**src/rtl/onenc_pkg.sv**
```systemverilog
`timescale 1ns / 1ps

package onenc_pkg;

  // control that travels with each beat down the pipeline
  typedef struct packed {
    logic valid;
    logic zero;
  } onenc_ctl_t;

  // quotient bits handled per divider stage, the last stage taking the rest
  localparam int StepsPerStage = 3;

endpackage

```
**src/rtl/octahedral_normal_encode.sv**
```systemverilog
// pipeline: front end, restoring divider stages and a rounding register from accept to result
// throughput: one beat per cycle; the whole pipe advances together and holds on out_stall
// the divider is restoring, up to three quotient bits per stage per coordinate
// reset: rst is synchronous, active high, and clears every valid bit; no payload is reset
`timescale 1ns / 1ps

module octahedral_normal_encode #(
  parameter int COMPONENT_WIDTH = 16,
  parameter int FRACTION_BITS   = 16
) (
  input  logic                              clk,
  input  logic                              rst,
  input  logic                              in_valid,
  output logic                              in_stall,
  input  logic signed [COMPONENT_WIDTH-1:0] dir_x,
  input  logic signed [COMPONENT_WIDTH-1:0] dir_y,
  input  logic signed [COMPONENT_WIDTH-1:0] dir_z,
  output logic                              out_valid,
  input  logic                              out_stall,
  output logic        [FRACTION_BITS-1:0]   enc_u,
  output logic        [FRACTION_BITS-1:0]   enc_v,
  output logic                              zero_vector
);

  // divisor 2s needs two bits over a component, remainder one more
  localparam int DW  = COMPONENT_WIDTH + 2;
  localparam int RW  = DW + 1;
  // integer bit, fraction bits and one guard bit for rounding
  localparam int QB  = FRACTION_BITS + 2;
  localparam int SPS = onenc_pkg::StepsPerStage;
  localparam int NST = (QB + SPS - 1) / SPS;

  // the pipe moves unless a finished beat is held at the output
  logic adv;
  assign adv      = !(out_valid && out_stall);
  assign in_stall = !adv;

  // per-stage payload between the front end, the divider stages and rounding
  onenc_pkg::onenc_ctl_t ctl_s [NST+1];
  logic [RW-1:0]         ru_s  [NST+1];
  logic [RW-1:0]         rv_s  [NST+1];
  logic [QB-1:0]         qu_s  [NST+1];
  logic [QB-1:0]         qv_s  [NST+1];
  logic [DW-1:0]         d_s   [NST+1];

  logic [DW-1:0] nu;
  logic [DW-1:0] nv;

  // two stages: component magnitudes, then the numerators and 2s
  onenc_front #(
    .CW (COMPONENT_WIDTH),
    .DW (DW)
  ) u_front (
    .clk      (clk),
    .rst      (rst),
    .adv      (adv),
    .in_valid (in_valid),
    .dir_x    (dir_x),
    .dir_y    (dir_y),
    .dir_z    (dir_z),
    .ctl      (ctl_s[0]),
    .nu       (nu),
    .nv       (nv),
    .d        (d_s[0])
  );

  // numerators never exceed 2s, so they start as the remainder
  assign ru_s[0] = {1'b0, nu};
  assign rv_s[0] = {1'b0, nv};
  assign qu_s[0] = '0;
  assign qv_s[0] = '0;

  // divider chain; the last stage takes whatever bits are left
  for (genvar g = 0; g < NST; g++) begin : g_div
    localparam int NS = (g == NST - 1) ? (QB - SPS * (NST - 1)) : SPS;
    onenc_div_stage #(
      .DW     (DW),
      .QB     (QB),
      .NSTEPS (NS)
    ) u_div (
      .clk    (clk),
      .rst    (rst),
      .adv    (adv),
      .ctl_in (ctl_s[g]),
      .ru_in  (ru_s[g]),
      .rv_in  (rv_s[g]),
      .qu_in  (qu_s[g]),
      .qv_in  (qv_s[g]),
      .d_in   (d_s[g]),
      .ctl    (ctl_s[g+1]),
      .ru     (ru_s[g+1]),
      .rv     (rv_s[g+1]),
      .qu     (qu_s[g+1]),
      .qv     (qv_s[g+1]),
      .d      (d_s[g+1])
    );
  end

  // round half up, saturate full scale, force zero for a null vector
  onenc_round #(
    .QB (QB),
    .FB (FRACTION_BITS)
  ) u_round (
    .clk         (clk),
    .rst         (rst),
    .adv         (adv),
    .ctl_in      (ctl_s[NST]),
    .qu_in       (qu_s[NST]),
    .qv_in       (qv_s[NST]),
    .out_valid   (out_valid),
    .enc_u       (enc_u),
    .enc_v       (enc_v),
    .zero_vector (zero_vector)
  );

  // a null vector leaves with both coordinates cleared
  a_zero_out: assert property (@(posedge clk) disable iff (rst)
    out_valid && zero_vector |-> enc_u == '0 && enc_v == '0)
    else $error("zero vector with nonzero coordinates");

  // input is held back only by a waiting result
  a_stall_src: assert property (@(posedge clk) disable iff (rst)
    in_stall |-> out_valid && out_stall)
    else $error("input stalled without a held result");

  // a held result is still there and unchanged in the next cycle
  a_hold: assert property (@(posedge clk) disable iff (rst)
    out_valid && out_stall |=> out_valid && $stable(enc_u) && $stable(enc_v))
    else $error("held result changed");

endmodule

```
**src/rtl/onenc_front.sv**
```systemverilog
`timescale 1ns / 1ps

module onenc_front #(
  parameter int CW = 16,
  parameter int DW = CW + 2
) (
  input  logic                    clk,
  input  logic                    rst,
  input  logic                    adv,
  input  logic                    in_valid,
  input  logic signed [CW-1:0]    dir_x,
  input  logic signed [CW-1:0]    dir_y,
  input  logic signed [CW-1:0]    dir_z,
  output onenc_pkg::onenc_ctl_t   ctl,
  output logic        [DW-1:0]    nu,
  output logic        [DW-1:0]    nv,
  output logic        [DW-1:0]    d
);

  // stage one: magnitudes and signs
  onenc_pkg::onenc_ctl_t ctl1;
  logic [CW-1:0] ax;
  logic [CW-1:0] ay;
  logic [CW-1:0] az;
  logic          xneg;
  logic          yneg;
  logic          zneg;

  logic [CW-1:0] ax_next;
  logic [CW-1:0] ay_next;
  logic [CW-1:0] az_next;

  assign ax_next = dir_x[CW-1] ? (~dir_x + CW'(1)) : dir_x;
  assign ay_next = dir_y[CW-1] ? (~dir_y + CW'(1)) : dir_y;
  assign az_next = dir_z[CW-1] ? (~dir_z + CW'(1)) : dir_z;

  always_ff @(posedge clk) begin
    if (rst) begin
      ctl1 <= '0;
    end else if (adv) begin
      ctl1.valid <= in_valid;
      ctl1.zero  <= (dir_x == '0) && (dir_y == '0) && (dir_z == '0);
    end
  end

  always_ff @(posedge clk) begin
    if (adv) begin
      ax   <= ax_next;
      ay   <= ay_next;
      az   <= az_next;
      xneg <= dir_x[CW-1];
      yneg <= dir_y[CW-1];
      zneg <= dir_z[CW-1];
    end
  end

  // stage two: numerators as sums of up to three magnitude terms
  logic [DW-1:0] ex1;
  logic [DW-1:0] ey1;
  logic [DW-1:0] ez1;
  logic [DW-1:0] ex2;
  logic [DW-1:0] ey2;
  logic [DW-1:0] ez2;
  logic [DW-1:0] nu_next;
  logic [DW-1:0] nv_next;
  logic [DW-1:0] d_next;

  assign ex1 = {2'b00, ax};
  assign ey1 = {2'b00, ay};
  assign ez1 = {2'b00, az};
  assign ex2 = {1'b0, ax, 1'b0};
  assign ey2 = {1'b0, ay, 1'b0};
  assign ez2 = {1'b0, az, 1'b0};

  assign d_next = ex2 + ey2 + ez2;

  always_comb begin
    if (yneg) begin
      // folded: 2s - |z| for x >= 0, else |z|
      nu_next = xneg ? ez1 : (ex2 + ey2 + ez1);
      // folded: 2s - |x| only for z < 0, z = 0 takes the |x| branch
      nv_next = zneg ? (ex1 + ey2 + ez2) : ex1;
    end else begin
      // s + x
      nu_next = xneg ? (ey1 + ez1) : (ex2 + ey1 + ez1);
      // s - z
      nv_next = zneg ? (ex1 + ey1 + ez2) : (ex1 + ey1);
    end
  end

  always_ff @(posedge clk) begin
    if (rst) begin
      ctl <= '0;
    end else if (adv) begin
      ctl <= ctl1;
    end
  end

  always_ff @(posedge clk) begin
    if (adv) begin
      nu <= nu_next;
      nv <= nv_next;
      d  <= d_next;
    end
  end

endmodule

```
**src/rtl/onenc_div_stage.sv**
```systemverilog
`timescale 1ns / 1ps

module onenc_div_stage #(
  parameter int DW     = 18,
  parameter int QB     = 18,
  parameter int NSTEPS = 3
) (
  input  logic                  clk,
  input  logic                  rst,
  input  logic                  adv,
  input  onenc_pkg::onenc_ctl_t ctl_in,
  input  logic [DW:0]           ru_in,
  input  logic [DW:0]           rv_in,
  input  logic [QB-1:0]         qu_in,
  input  logic [QB-1:0]         qv_in,
  input  logic [DW-1:0]         d_in,
  output onenc_pkg::onenc_ctl_t ctl,
  output logic [DW:0]           ru,
  output logic [DW:0]           rv,
  output logic [QB-1:0]         qu,
  output logic [QB-1:0]         qv,
  output logic [DW-1:0]         d
);

  localparam int RW = DW + 1;

  logic [RW-1:0] dx;
  logic [RW-1:0] ru_next;
  logic [RW-1:0] rv_next;
  logic [QB-1:0] qu_next;
  logic [QB-1:0] qv_next;

  assign dx = {1'b0, d_in};

  // restoring steps: compare, subtract, then shift for the next bit
  always_comb begin
    ru_next = ru_in;
    rv_next = rv_in;
    qu_next = qu_in;
    qv_next = qv_in;
    for (int i = 0; i < NSTEPS; i++) begin
      if (ru_next >= dx) begin
        ru_next = ru_next - dx;
        qu_next = {qu_next[QB-2:0], 1'b1};
      end else begin
        qu_next = {qu_next[QB-2:0], 1'b0};
      end
      if (rv_next >= dx) begin
        rv_next = rv_next - dx;
        qv_next = {qv_next[QB-2:0], 1'b1};
      end else begin
        qv_next = {qv_next[QB-2:0], 1'b0};
      end
      ru_next = {ru_next[RW-2:0], 1'b0};
      rv_next = {rv_next[RW-2:0], 1'b0};
    end
  end

  always_ff @(posedge clk) begin
    if (rst) begin
      ctl <= '0;
    end else if (adv) begin
      ctl <= ctl_in;
    end
  end

  always_ff @(posedge clk) begin
    if (adv) begin
      ru <= ru_next;
      rv <= rv_next;
      qu <= qu_next;
      qv <= qv_next;
      d  <= d_in;
    end
  end

  // shifted remainder stays below twice the divisor
  a_ru_bound: assert property (@(posedge clk) disable iff (rst)
    ctl.valid && !ctl.zero |-> ru < {d, 1'b0})
    else $error("u remainder out of range");

  a_rv_bound: assert property (@(posedge clk) disable iff (rst)
    ctl.valid && !ctl.zero |-> rv < {d, 1'b0})
    else $error("v remainder out of range");

endmodule

```
**src/rtl/onenc_round.sv**
```systemverilog
`timescale 1ns / 1ps

module onenc_round #(
  parameter int QB = 18,
  parameter int FB = 16
) (
  input  logic                  clk,
  input  logic                  rst,
  input  logic                  adv,
  input  onenc_pkg::onenc_ctl_t ctl_in,
  input  logic [QB-1:0]         qu_in,
  input  logic [QB-1:0]         qv_in,
  output logic                  out_valid,
  output logic [FB-1:0]         enc_u,
  output logic [FB-1:0]         enc_v,
  output logic                  zero_vector
);

  logic [QB-1:0] qu_inc;
  logic [QB-1:0] qv_inc;
  logic [FB:0]   ru;
  logic [FB:0]   rv;
  logic [FB-1:0] enc_u_next;
  logic [FB-1:0] enc_v_next;

  // half up: add one at the guard bit and drop it
  assign qu_inc = qu_in + QB'(1);
  assign qv_inc = qv_in + QB'(1);
  assign ru     = qu_inc[QB-1:1];
  assign rv     = qv_inc[QB-1:1];

  always_comb begin
    if (ctl_in.zero) begin
      enc_u_next = '0;
      enc_v_next = '0;
    end else begin
      enc_u_next = ru[FB] ? {FB{1'b1}} : ru[FB-1:0];
      enc_v_next = rv[FB] ? {FB{1'b1}} : rv[FB-1:0];
    end
  end

  always_ff @(posedge clk) begin
    if (rst) begin
      out_valid <= 1'b0;
    end else if (adv) begin
      out_valid <= ctl_in.valid;
    end
  end

  always_ff @(posedge clk) begin
    if (adv) begin
      enc_u       <= enc_u_next;
      enc_v       <= enc_v_next;
      zero_vector <= ctl_in.zero;
    end
  end

endmodule
```
**config.mk**
```make
export PLATFORM = sky130hd
export DESIGN_NAME = octahedral_normal_encode
export DESIGN_NICKNAME = d
export VERILOG_FILES = /design/src/rtl/onenc_pkg.sv /design/src/rtl/octahedral_normal_encode.sv /design/src/rtl/onenc_front.sv /design/src/rtl/onenc_div_stage.sv /design/src/rtl/onenc_round.sv
export SDC_FILE = /design/constraint.sdc
export NUM_CORES = 2
export LEC_CHECK = 0
export ABC_AREA = 1
export BUFFER_PORTS_ARGS = -buffer_cell sky130_fd_sc_hd__buf_2
export CELL_PAD_IN_SITES_DETAIL_PLACEMENT = 1
export CELL_PAD_IN_SITES_GLOBAL_PLACEMENT = 1
export CORE_MARGIN = 8
export CORE_UTILIZATION = 38
export CTS_BUF_LIST = sky130_fd_sc_hd__clkbuf_8
export DETAILED_ROUTE_END_ITERATION = 16
export PLACE_DENSITY_LB_ADDON = 0.3
export SLEW_MARGIN = 20
export SYNTH_ARGS = -nofsm -noshare
export SYNTH_HDL_FRONTEND = slang
export SYNTH_SLANG_ARGS = --single-unit
```
**constraint.sdc**
```tcl
create_clock -name clk -period 18 [get_ports clk]
set_input_delay 3.6 -clock clk [delete_from_list [all_inputs] [get_ports clk]]
set_output_delay 3.6 -clock clk [all_outputs]
set_load 0.005 [all_outputs]
```
==> results.json <==
{
  "status": "finished, final reports clean",
  "syn_avg_cell_area_um2": 7.37,
  "drive_gt1_share_pct": 5.90,
  "fillers": 19600,
  "start_kind": "primary input",
  "portBuffers": 86,
  "synth.top_cell.area_share_pct": 26.3,
  "syn_area_um2": 59100,
  "grt_pass1_wl_um": 311000,
  "synth_edf_count": 518,
  "ys.flop_type": "edfxtp_1",
  "nNetsFinal": 8934,
  "area_delta_synth_final_pct": 7.36,
  "critPathKind": "in -> out",
  "cp-startpoint": "out_stall",
  "worst_pin_slew_ns": 1.04,
  "synth_cells": 8028,
  "netlist_top_cells_count": "nand2_1, inv_1, ha_1",
  "clockBufferDepth": 3,
  "rsz0062_at_grt": "no",
  "holdWs_ns": 0.407,
  "synth_top_area_cell": "edfxtp_1",
  "period_share_pct": 49.6,
  "ff2ff_path_depth": 34,
  "cts_made_buffers": 97,
  "cts_tree": "done",
  "r2r_start": "g_div[0].u_div.d[7]",
  "hold_buffers": 0,
  "rows": 144,
  "reg2reg_to": "g_div[1].u_div.rv[4]",
  "hold_end": "g_div[4].u_div.qu[12]",
  "required_ns": 14.40,
  "gr-usage-all-layers_pct": 22.7,
  "yosys.cell_types.count": 74,
  "pin_count": 87,
  "antenna_found_initial": 4,
  "crit_fanout": 66,
  "drv_cap": 0,
  "ant_nets": 0,
  "yosysWarnings": 0,
  "worst-r2r-setup-slack_ns": 10.18,
  "vias": 54700,
  "overflow": 0,
  "start_util_pct": 38.3,
  "drv_slew": 0,
  "ys_async_sr_fraction_pct": 0,
  "gp_congestion": 0.903,
  "grt_pass1_vias": 56600,
  "pre_cts_slack_ns": 9.00,
  "synth_seq_area_share_pct": 26.9,
  "synth_fp_nets": 8838,
  "fin_ws_ns": 9.07,
  "first_pass_iters": 6,
  "min_period_ns": 8.93,
  "clkTransAtPathRegs_ns": 0.06,
  "wl_um": 198000,
  "hold_class": "reg -> reg",
  "drc": 0,
  "grt_max_degree": 83,
  "wl_per_cell_um": 19.3,
  "cts_resized": 0,
  "hold_start": "g_div[3].u_div.qu[9]",
  "dp_hpwl_um": 161000,
  "cts_setup_buffers": 0,
  "cts.sinks": 535,
  "die_area_um2": 169000,
  "core_um2": 154000,
  "drt-initial-drc-count": 2697,
  "setup_viol": 0,
  "clk_latency_ns": 0.82,
  "crit_path_end_kind": "output port",
  "max_freq_mhz": 112,
  "netlist_top_cells_area": "edfxtp_1, ha_1, nand2_1",
  "die_w_um": 411,
  "ctsHtreeMaxLevel": 3,
  "holdPathStages": 0,
  "fin_setup_tns_ns": 0,
  "synth_most_common_cell": "nand2_1",
  "worst_clock_skew_ns": 0.0579,
  "vias_per_cell": 5.33,
  "ys_seq_elements": 535,
  "fp.dieH_um": 411,
  "max-slew-margin-rel_pct": 30.4,
  "arrival_ns": 5.33,
  "clockRootBuffer": "clkbuf_8",
  "hold_viol": 0
}
==> worst max-delay path, cell delays in order <==
cell and delay [ns]:
buf_2 0.11, nand2_4 0.60, clkinv_1 0.69, buf_2 0.32
==> placed cells by master (no fill, tap or decap), types with 8 or more instances in the layout <==
| cell | count |
|---|---|
| o21bai_1 | 66 |
| o2111ai_1 | 16 |
| buf_4 | 38 |
| xnor2_1 | 228 |
| nor2_1 | 484 |
| o21ai_0 | 436 |
| nand3b_1 | 13 |
| nor2_4 | 8 |
| inv_1 | 905 |
| a21o_1 | 65 |
| inv_2 | 29 |
| clkinv_2 | 12 |
| a211oi_1 | 23 |
| buf_2 | 86 |
| nor4_1 | 13 |
| o21a_1 | 15 |
| fa_1 | 53 |
| nor3b_1 | 8 |
| clkbuf_8 | 102 |
| dfxtp_1 | 17 |
| o21ai_2 | 31 |
| clkinv_1 | 29 |
| nand3_2 | 11 |
| nand4_1 | 57 |
| a21oi_1 | 652 |
| o211ai_1 | 33 |
| a21boi_0 | 30 |
| a31oi_1 | 36 |
| nand2_1 | 2246 |
| or2_2 | 36 |
| a21oi_2 | 17 |
| nor3_1 | 97 |
| ha_1 | 705 |
| xor2_1 | 370 |
| o21ai_1 | 150 |
| nand2_2 | 44 |
| edfxtp_1 | 518 |
| nand2_4 | 15 |
| nand3_1 | 404 |
| o31ai_1 | 14 |
==> flip-flops by register name, indices dropped and copies added, names as in the netlist, 12 cells and up <==
name             flops
u_front.az          16
u_round.enc_v       16
u_front.ax          16
g_div.u_div.qv      63
u_front.nv          18
u_front.ay          16
u_front.d           17
g_div.u_div.ctl     12
g_div.u_div.qu      63
u_round.enc_u       16
g_div.u_div.rv      85
g_div.u_div.d       85
g_div.u_div.ru      85
u_front.nu          18
==> area by class of cell <==
cell class / count / area (µm²) / share of cell area (%)
Antenna cell: 5 / 12.5 / 0.0197
Sequential cell: 535 / 15900 / 25.0
Tap cell: 2044 / 2560 / 4.03
Inverter: 919 / 3460 / 5.46
Clock buffer: 102 / 1400 / 2.21
Multi-Input combinational cell: 6447 / 38900 / 61.3
Timing Repair Buffer: 124 / 716 / 1.13
Clock inverter: 78 / 507 / 0.798
==> logic make-up after synthesis <==
group	count (synthesis)	share of synthesized area [%]
simple gates	3469	24.7
compound gates	1622	15.6
buf+inv	1046	7.30
fa+ha+maj	758	16.7
xor+xnor	598	8.85
flops	535	26.9
==> how the worst max path moves through the flow <==
| stage | to | slack (ns) | cells after the start |
|---|---|---|---|
| 2_1_floorplan | g_div[0].u_div.d[10] | 6.97 | 2 |
| 3_3_place_gp | in_stall | 9.05 | 4 |
| 3_5_place_dp | in_stall | 9.00 | 4 |
| 4_1_cts | in_stall | 9.00 | 4 |
| 5_1_grt | in_stall | 8.81 | 4 |
| 6_report | in_stall | 9.07 | 4 |
==> routing by layer <==
| layer | up-vias | part of all wire, % | global-route usage [%] |
|---|---|---|---|
| li1 | 27300 | - | - |
| met1 | 26200 | 46 | 29.6 |
| met2 | 845 | 48 | 39.5 |
| met3 | 341 | 3.2 | 2.45 |
| met4 | 0 | 3.3 | 7.23 |
| met5 | - | 0 | 0 |
==> through the flow <==
step / util [%] / area [µm²] / cells
after floorplan: - / 59200 / 8028
after global placement: 39.9 / 61600 / 10100
after detailed placement: 39.9 / 61600 / 10100
after CTS: 41.1 / 63500 / 10200
after global routing: 41.1 / 63500 / 10300
final: 41.1 / 63500 / 10300
Power is left out: the tool's default activity adds up to more than one toggle a clock period on the data nets, which glitch-free logic cannot reach.
